## config.mk

```make
export PLATFORM = sky130hd
export DESIGN_NAME = utf8_to_utf32_decoder_top
export DESIGN_NICKNAME = d
export VERILOG_FILES = /design/src/rtl/utd_pkg.sv /design/src/rtl/utf8_to_utf32_decoder_top.sv /design/src/rtl/utd_step.sv
export SDC_FILE = /design/constraint.sdc
export NUM_CORES = 1
export LEC_CHECK = 0
export CAP_MARGIN = 10
export CELL_PAD_IN_SITES_DETAIL_PLACEMENT = 0
export CELL_PAD_IN_SITES_GLOBAL_PLACEMENT = 1
export CORE_MARGIN = 5
export CORE_UTILIZATION = 40
export DETAILED_ROUTE_END_ITERATION = 8
export DONT_BUFFER_PORTS = 1
export GPL_ROUTABILITY_DRIVEN = 0
export PLACE_DENSITY = 0.74
export SLEW_MARGIN = 5
export SYNTH_ARGS = -nofsm -noshare
export SYNTH_HDL_FRONTEND = slang
export SYNTH_SLANG_ARGS = --single-unit
```

## constraint.sdc

```tcl
create_clock -name i_clk -period 8.7 [get_ports i_clk]
set_clock_uncertainty 0.15 [all_clocks]
set_input_delay 2.175 -clock i_clk [delete_from_list [all_inputs] [get_ports i_clk]]
set_output_delay 2.175 -clock i_clk [all_outputs]
set_load 0.005 [all_outputs]
```

## src/rtl/utd_pkg.sv

```systemverilog
// Shared types and constants for the UTF-8 to UTF-32 decoder.
package utd_pkg;

    localparam int unsigned CP_BITS  = 21;
    localparam int unsigned OUT_CNT_BITS = 16;

    // Lead byte ranges
    localparam logic [7:0] LEAD2_MIN   = 8'hC2;  // C0/C1 are forbidden
    localparam logic [7:0] LEAD3_MIN   = 8'hE0;
    localparam logic [7:0] LEAD4_MIN   = 8'hF0;
    localparam logic [7:0] LEAD_BAD_MIN = 8'hF5; // F5-FF are forbidden
    localparam logic [1:0] CONT_TAG    = 2'b10;

    localparam logic [1:0] PEND_NONE  = 2'd0;
    localparam logic [1:0] PEND_ONE   = 2'd1;
    localparam logic [1:0] PEND_TWO   = 2'd2;
    localparam logic [1:0] PEND_THREE = 2'd3;

    typedef struct packed {
        logic [1:0]         pending;
        logic [CP_BITS-1:0] partial;
        logic               err;
    } t_dec_state;

    typedef struct packed {
        logic               valid;
        logic [CP_BITS-1:0] code_point;
        logic               status;
        logic               eos;
    } t_dec_result;

endpackage

```

## src/rtl/utf8_to_utf32_decoder_top.sv

```systemverilog
// Top level of the streaming UTF-8 to UTF-32 decoder.
//
// Input stream: one UTF-8 byte per item on s_axis_tdata, s_axis_tlast on the
// final byte of a string. Output stream: one item per completed code point or
// final byte of a string (one item when both hold). m_axis_tlast marks that
// end item; m_axis_tuser is the status (1 = the string had an encoding error,
// code point then reads 0). The count field is the number of code points
// decoded so far in the string, saturating, including the one in the item.
// Bytes after an error are dropped until the final byte of the string.
//
// Timing: input register, then the decode step and result register. A byte waits
// in the input register until the step advances and writes its result. One byte
// is taken per cycle while the receiver keeps up; the decode step is combinational.
// When the receiver stalls, the result register holds and the input register
// still takes one more byte; tready drops once both are occupied.
// Reset (synchronous, active low) empties both registers and clears the
// string state, so decoding starts at a fresh string.
module utf8_to_utf32_decoder_top #(
    parameter int unsigned COUNT_BITS = 16
) (
    input  logic        i_clk,
    input  logic        i_rst_n,
    input  logic        s_axis_tvalid,
    output logic        s_axis_tready,
    input  logic [7:0]  s_axis_tdata,   // [7:0] in_byte
    input  logic        s_axis_tlast,   // in_last
    output logic        m_axis_tvalid,
    input  logic        m_axis_tready,
    output logic [39:0] m_axis_tdata,   // [20:0] code_point, [36:21] decoded_count, zero pad
    output logic [0:0]  m_axis_tuser,   // [0] status
    output logic        m_axis_tlast    // end_of_string
);
    import utd_pkg::*;

    localparam int unsigned EXT_BITS = (COUNT_BITS > OUT_CNT_BITS) ? COUNT_BITS : OUT_CNT_BITS;

    // input register
    logic       r_in_valid;
    logic [7:0] r_in_byte;
    logic       r_in_last;

    // string state
    t_dec_state            r_state, n_state;
    logic [COUNT_BITS-1:0] r_tally, n_tally;

    // result register
    logic                    r_out_valid;
    logic [CP_BITS-1:0]      r_out_cp;
    logic [OUT_CNT_BITS-1:0] r_out_cnt;
    logic                    r_out_status;
    logic                    r_out_eos;

    t_dec_result           step_res;
    logic [COUNT_BITS-1:0] step_cnt;
    logic [EXT_BITS-1:0]   cnt_ext;
    logic                  advance;

    assign advance       = r_in_valid && (!r_out_valid || m_axis_tready);
    assign s_axis_tready = !r_in_valid || advance;

    utd_step #(
        .COUNT_BITS (COUNT_BITS)
    ) u_step (
        .i_state  (r_state),
        .i_tally  (r_tally),
        .i_byte   (r_in_byte),
        .i_last   (r_in_last),
        .o_state  (n_state),
        .o_tally  (n_tally),
        .o_result (step_res),
        .o_count  (step_cnt)
    );

    assign cnt_ext = EXT_BITS'(step_cnt);

    always_ff @(posedge i_clk) begin
        if (!i_rst_n) begin
            r_in_valid <= 1'b0;
        end else if (s_axis_tready) begin
            r_in_valid <= s_axis_tvalid;
        end
        if (s_axis_tready && s_axis_tvalid) begin
            r_in_byte <= s_axis_tdata;
            r_in_last <= s_axis_tlast;
        end
    end

    always_ff @(posedge i_clk) begin
        if (!i_rst_n) begin
            r_state <= '0;
            r_tally <= '0;
        end else if (advance) begin
            r_state <= n_state;
            r_tally <= n_tally;
        end
    end

    always_ff @(posedge i_clk) begin
        if (!i_rst_n) begin
            r_out_valid <= 1'b0;
        end else if (advance) begin
            r_out_valid <= step_res.valid;
        end else if (m_axis_tready) begin
            r_out_valid <= 1'b0;
        end
        if (advance && step_res.valid) begin
            r_out_cp     <= step_res.code_point;
            r_out_cnt    <= cnt_ext[OUT_CNT_BITS-1:0];
            r_out_status <= step_res.status;
            r_out_eos    <= step_res.eos;
        end
    end

    assign m_axis_tvalid = r_out_valid;
    assign m_axis_tdata  = {3'd0, r_out_cnt, r_out_cp};
    assign m_axis_tuser  = r_out_status;
    assign m_axis_tlast  = r_out_eos;

    // error items only ever close a string
    a_err_is_end : assert property (@(posedge i_clk) disable iff (!i_rst_n)
        (m_axis_tvalid && m_axis_tuser[0]) |-> m_axis_tlast)
        else $error("error status on an item that is not end of string");

    a_err_zero_cp : assert property (@(posedge i_clk) disable iff (!i_rst_n)
        (m_axis_tvalid && m_axis_tuser[0]) |-> (m_axis_tdata[20:0] == '0))
        else $error("error item carries a nonzero code point");

    a_clear_after_last : assert property (@(posedge i_clk) disable iff (!i_rst_n)
        (advance && r_in_last) |=> (r_state == '0 && r_tally == '0))
        else $error("string state not cleared after final byte");

    a_no_overwrite : assert property (@(posedge i_clk) disable iff (!i_rst_n)
        (s_axis_tvalid && s_axis_tready && r_in_valid) |-> advance)
        else $error("input register overwritten while holding an item");

    a_result_kept : assert property (@(posedge i_clk) disable iff (!i_rst_n)
        (r_out_valid && !m_axis_tready) |-> !advance)
        else $error("stalled result overwritten");

endmodule

```

## src/rtl/utd_step.sv

```systemverilog
// One decode step: current string state and one byte in, next state and result out.
module utd_step #(
    parameter int unsigned COUNT_BITS = 16
) (
    input  utd_pkg::t_dec_state  i_state,
    input  logic [COUNT_BITS-1:0] i_tally,
    input  logic [7:0]            i_byte,
    input  logic                  i_last,
    output utd_pkg::t_dec_state  o_state,
    output logic [COUNT_BITS-1:0] o_tally,
    output utd_pkg::t_dec_result o_result,
    output logic [COUNT_BITS-1:0] o_count
);
    import utd_pkg::*;

    localparam logic [COUNT_BITS-1:0] ONE = COUNT_BITS'(1);

    t_dec_state              n_state;
    logic                    done;
    logic [COUNT_BITS-1:0]   tally_inc;

    always_comb begin
        n_state = i_state;
        done    = 1'b0;
        if (!i_state.err) begin
            if (i_state.pending == PEND_NONE) begin
                priority if (!i_byte[7]) begin
                    n_state.partial = {13'd0, i_byte};
                    done            = 1'b1;
                end else if (i_byte < LEAD2_MIN || i_byte >= LEAD_BAD_MIN) begin
                    // stray continuation or forbidden lead
                    n_state.err = 1'b1;
                end else if (i_byte < LEAD3_MIN) begin
                    n_state.partial = {16'd0, i_byte[4:0]};
                    n_state.pending = PEND_ONE;
                end else if (i_byte < LEAD4_MIN) begin
                    n_state.partial = {17'd0, i_byte[3:0]};
                    n_state.pending = PEND_TWO;
                end else begin
                    n_state.partial = {18'd0, i_byte[2:0]};
                    n_state.pending = PEND_THREE;
                end
            end else begin
                if (i_byte[7:6] != CONT_TAG) begin
                    n_state.err = 1'b1;
                end else begin
                    n_state.partial = {i_state.partial[CP_BITS-7:0], i_byte[5:0]};
                    n_state.pending = i_state.pending - PEND_ONE;
                    done            = (i_state.pending == PEND_ONE);
                end
            end
        end
    end

    assign tally_inc = (&i_tally) ? i_tally : i_tally + ONE;

    always_comb begin
        o_result.valid      = done || i_last;
        o_result.code_point = done ? n_state.partial : '0;
        o_result.status     = !done;
        o_result.eos        = i_last;
        o_count             = done ? tally_inc : i_tally;

        o_state = n_state;
        o_tally = o_count;
        if (done) begin
            o_state.partial = '0;
        end
        if (i_last) begin
            o_state = '0;
            o_tally = '0;
        end
    end

endmodule
```

# Yosys cells after proc, flatten, opt, wreduce, memory -nomap -nowiden
# Cells that the tools add are included.
dict set report word_totals {
  regBits 90
  input_bits 13
  elab_cells 60
}
dict set report op_classes {
  add_sub_neg 2
  magnitude_cmp 4
  eq_ne 6
  mux 22
  reduce_logical 14
}
# op count
set ops {}
lappend ops {{24-bit 2-to-1 mux} 3}
lappend ops {{23-bit 2-to-1 mux} 3}
lappend ops {{16-bit 2-to-1 mux} 3}
lappend ops {{21-bit 2-to-1 mux} 2}
lappend ops {{8-bit < comparator (second input constant)} 3}
lappend ops {{22-bit 2-to-1 mux} 1}
lappend ops {{16-bit by 1-bit adder with 16-bit output (second input constant)} 1}
lappend ops {{16-bit AND reduction} 1}
lappend ops {{1-bit 2-to-1 mux} 9}
lappend ops {{8-bit greater-or-equal comparator (second input constant)} 1}
lappend ops {{3-bit != test (second input constant)} 2}
lappend ops {{5-bit AND reduction} 1}
lappend ops {{1-bit logical OR} 4}
lappend ops {{2-bit != test (second input constant)} 2}
lappend ops {{1-bit logical AND} 3}
lappend ops {{1-bit logical NOT} 3}
lappend ops {{3-bit by 2-bit != test with 1-bit output (second input constant)} 1}
lappend ops {{2-bit by 1-bit equality test with 1-bit output (second input constant)} 1}
lappend ops {{2-bit logical NOT} 1}
lappend ops {{2-bit 2-to-1 mux} 1}
lappend ops {{2-bit nonzero test} 1}
lappend ops {{2-bit by 1-bit subtractor with 2-bit output (second input constant)} 1}

# Depth between registers and ports, before layout
dict set report logic_depth {
  word_depth 9
  ltp_mapped 8
  mapped_depth_nobuf 7
}

# By module
# From an unflattened synthesis, not the netlist that was laid out.
dict set report hier_totals {
  hier_cells 514
  hier_area_um2 5093.6
}
# mod n_inst cells_per_inst area_each_um2 seq_area_each_um2
set by_module_without_submodules {}
lappend by_module_without_submodules {utf8_to_utf32_decoder_top 1 238 3199.3 2282.2}
lappend by_module_without_submodules {utd_step 1 276 1894.3 0.0}

# Least setup slack after synthesis
# No wires, ideal clock.
dict set report synth_timing {
  path_kind {in2out}
  from {input m_axis_tready}
  to {output s_axis_tready}
  t_arrival_ps 2526
  required_ps 6375
  path_slack_ps 3849
  cell_stages 2
  n_path_buf 0
  path_cell_list {nor2b_1 -> nand2_1}
}
dict set report synth_between {
  elab_chain_len 3
}
# element line
set synth_lines {}
lappend synth_lines {{from (decl)} utf8_to_utf32_decoder_top.sv:28} ;# input logic m_axis_tready,
lappend synth_lines {{1-bit logical OR} utf8_to_utf32_decoder_top.sv:58} ;# assign advance = r_in_valid && (!r_out_valid || m_axis_tready);
lappend synth_lines {{1-bit logical AND} utf8_to_utf32_decoder_top.sv:58}
lappend synth_lines {{1-bit logical OR} utf8_to_utf32_decoder_top.sv:59} ;# assign s_axis_tready = !r_in_valid || advance;
lappend synth_lines {{to (decl)} utf8_to_utf32_decoder_top.sv:24} ;# output logic s_axis_tready,
# No other way between the ends.

# Worst setup path in the final report
# Ends and elaborated chain as after synthesis.

==> run summary <==
FLOORPLAN
--------------------------------------------------------------------------------
Die Height                                                                111 um
Core box area                                                          9820 um^2
Die Area                                                              12200 um^2
Die width                                                                 111 um
Effective utilization at floorplan                                         41.3%
Top Ports                                                                     57
Std cell rows                                                                 36

STA
--------------------------------------------------------------------------------
Final hold violations                                                          0
Worst Tran Pin Value                                                      813 ps
Relative slew slack                                                        45.6%
Final sum of negative setup slack                                           0 ps
Period Utilization, post-route                                             56.9%
Number of setup violations in the final report                                 0
Maximum frequency from static timing analysis                            202 MHz
Min Tclk post-route                                                      4950 ps
Final WS setup                                                           3750 ps
Unrepaired setup endpoints after global routing                            false
Count of pins over their slew limit                                            0

POWER AND IR DROP
--------------------------------------------------------------------------------
Leakage power                                                            1.52 nW
Peak supply drop                                                         74.4 uV
Overall power                                                           0.767 mW
Power per cell area                                                  178 nW/um^2

GLOBAL ROUTING
--------------------------------------------------------------------------------
Global route total overflow                                                    0
Initial antenna violation count                                                0
Via count of the first global-routing pass                                  2675
First-pass GRT wire length                                              14500 um
Largest net degree at the start of global routing                             28
Overall routing resource usage                                             14.6%

SYNTHESIS
--------------------------------------------------------------------------------
Total number of yosys warnings                                                 0
Post-synth top flop                                                     edfxtp_1
Synth Cell Area                                                        4050 um^2
Mean area per synthesized cell                                         10.6 um^2
Instance count of the mapped netlist                                         384
Proportion of synthesized chip area in sequential cells                    53.3%
Number of enable flip-flop cells after synthesis                              48
Synth top area cells                                                edfxtp_1 (36%), dfxtp_1 (18%), nand2_1 (2.8%), and3_1 (2.3%), a21oi_1 (2.2%)
Post-synthesis cell type with the largest combined area                 edfxtp_1
Share of Yosys cell area claimed by the top area cell type                 35.6%
Share of async-settable or async-resettable flops after synthesis             0%
Distinct cell type count after synthesis                                      63
Most frequent cells after synthesis                                 edfxtp_1 (48), dfxtp_1 (36), nand2_1 (30)
Cell with the most instances after synthesis                            edfxtp_1
Yosys reg bits                                                                84

CLOCK NETWORK
--------------------------------------------------------------------------------
Post-cts hold buffer count                                                     0
Clk Latency, worst-skew pair                                              370 ps
Buffer levels on the longest clock path                                        2
CTS tree                                                                    done
H-Tree Depth                                                                   3
Post-CTS setup-driven buffer insertion count                                   0
Number of buffers added by the clock tree synthesis step                       9
Master cell of the clock root buffer                                    clkbuf_8
Post-cts gate resize count                                                     0
CTS Sinks                                                                     84
Clk slew on worst S/H paths                                                80 ps

WORST HOLD PATH
--------------------------------------------------------------------------------
Type of the tightest min-delay check                                flop to flop

ROUTING
--------------------------------------------------------------------------------
Average routed wire per standard cell                                    17.3 um
Number of detailed-routing iterations run before antenna repair                5
Antenna violation net count after detailed routing                             0
Post-DR vias/cell                                                           5.63
Total via count after detailed routing                                      2862
Routed Wire Length                                                       8800 um
DR iter-0 viols                                                              224
Residual DRC count                                                             0

SETUP PATH
--------------------------------------------------------------------------------
Type of the worst setup path                                        primary input to primary output
Type of destination of the critical path                            primary output
Required @ worst endpoint                                                6380 ps
Sum of buffers and inverters on the critical path                              0
Family with the most delay on the worst path                        simple AND/OR/NAND/NOR gates
CP Launch Type                                                      primary input
Worst-path cell chain                                               nor2b_1 > nand2_1
Slowest CP cell                                                          nor2b_1
Max FO, Critical Path                                                          6
Data arrival time of the critical path                                   2630 ps
Max stage delay on crit path                                              300 ps

LAYOUT
--------------------------------------------------------------------------------
Final layout net count                                                       386
Area of the multi-input gates                                          1700 um^2
Proportion of layout cells with a drive suffix above 1                     9.87%
Number of fillers in the final layout                                        956
Storage cell area                                                      2160 um^2
Finished Layout Cells                                                        508
Layout overhead on the synthesized area                                    6.30%
Count of antenna diodes in the layout                                          0

OUTCOME
--------------------------------------------------------------------------------
Status                                                              complete, no violations

PLACED DESIGN
--------------------------------------------------------------------------------
Worst setup slack after placement                                        3750 ps
Number of instances in the placed design                                     492
IO buf count                                                                   0
Post-detail-place hpwl                                                   6190 um

FLOW RUN
--------------------------------------------------------------------------------
Max-cap violation count                                                        0

-- cell usage in the layout, fill, tap and decap left out, types with 3 or more instances in the layout --
master and instances:
ha_1 3, nand3_1 8, a21o_1 6, or3_1 4, a21oi_1 18, inv_1 14
a22oi_1 4, dfxtp_1 36, nand2b_1 7, o211ai_1 6, and4_1 4, o31ai_1 7
and3_1 15, nor3_1 7, edfxtp_1 48, clkbuf_8 10, nor2b_1 5, a211oi_1 3
xnor2_1 10, o21a_1 4, o22ai_1 3, o21ai_0 15, buf_4 3, a31oi_1 7
conb_1 3, a22o_2 7, nand4_1 12, and2_1 13, a41oi_1 5, nor2_1 14
nand2_1 30, mux2i_1 4
-- flip-flops by register name, summed over array words and instances (netlist names) --
name           count
m_axis_tvalid      1
m_axis_tlast       1
r_out_cnt         16
r_out_cp          21
r_tally           16
r_in_byte          8
m_axis_tuser       1
r_in_valid         1
r_in_last          1
r_state           18
-- through the flow --
step | area, um^2 | utilization (%) | hold slack, ps
final | 4310 | 43.9 | 311
after global routing | 4310 | 43.9 | 354
after CTS | 4310 | 43.9 | 316
after detailed placement | 4110 | 41.8 | 304
after global placement | 4110 | 41.8 | 302
after floorplan | 4060 | - | 288
-- worst paths after layout --
path / cells past startpoint / to / from / slack [ps]
setup / recovery: 2 / s_axis_tready / m_axis_tready / 3750
hold / removal: 2 / r_state[23] / r_state[23] / 310
setup reg to reg: 8 / r_out_cnt[5] / r_state[22] / 5310
hold reg to reg: 2 / r_state[23] / r_state[23] / 310
-- routing by layer --
layer	vias up	track usage [%]	share of wire, %
li1	1416	-	-
met1	1348	20.4	50
met2	86	21.3	43
met3	12	3.71	5.7
met4	0	6.40	1.4
met5	-	0	0
-- cell families after synthesis --
logic type | share of synthesized area, %
compound gates | 18.9
xor+xnor | 2.38
fa+ha+maj | 0.926
buf+inv | 4.85
flops | 53.3
mux | 1.54
other cells | 0.0925
simple gates | 17.9
-- report_power, final --
part	leakage (nW)	switching [mW]	internal, mW	total, mW
Combinational	0.675	0.0283	0.0131	0.0414
Sequential	0.741	0.0123	0.431	0.444
Clock	0.102	0.150	0.132	0.282
-- final cells by class --
| class | instances | area share (%) |
|---|---|---|
| clock buffers | 11 | 3.78 |
| clock inverters | 5 | 0.929 |
| inverters | 14 | 1.22 |
| multi-input cells | 258 | 39.5 |
| flip-flops and latches | 84 | 50.2 |
| well taps | 133 | 3.86 |
| repair buffers | 3 | 0.523 |
Note: power is estimated with default switching activity, not from simulation.
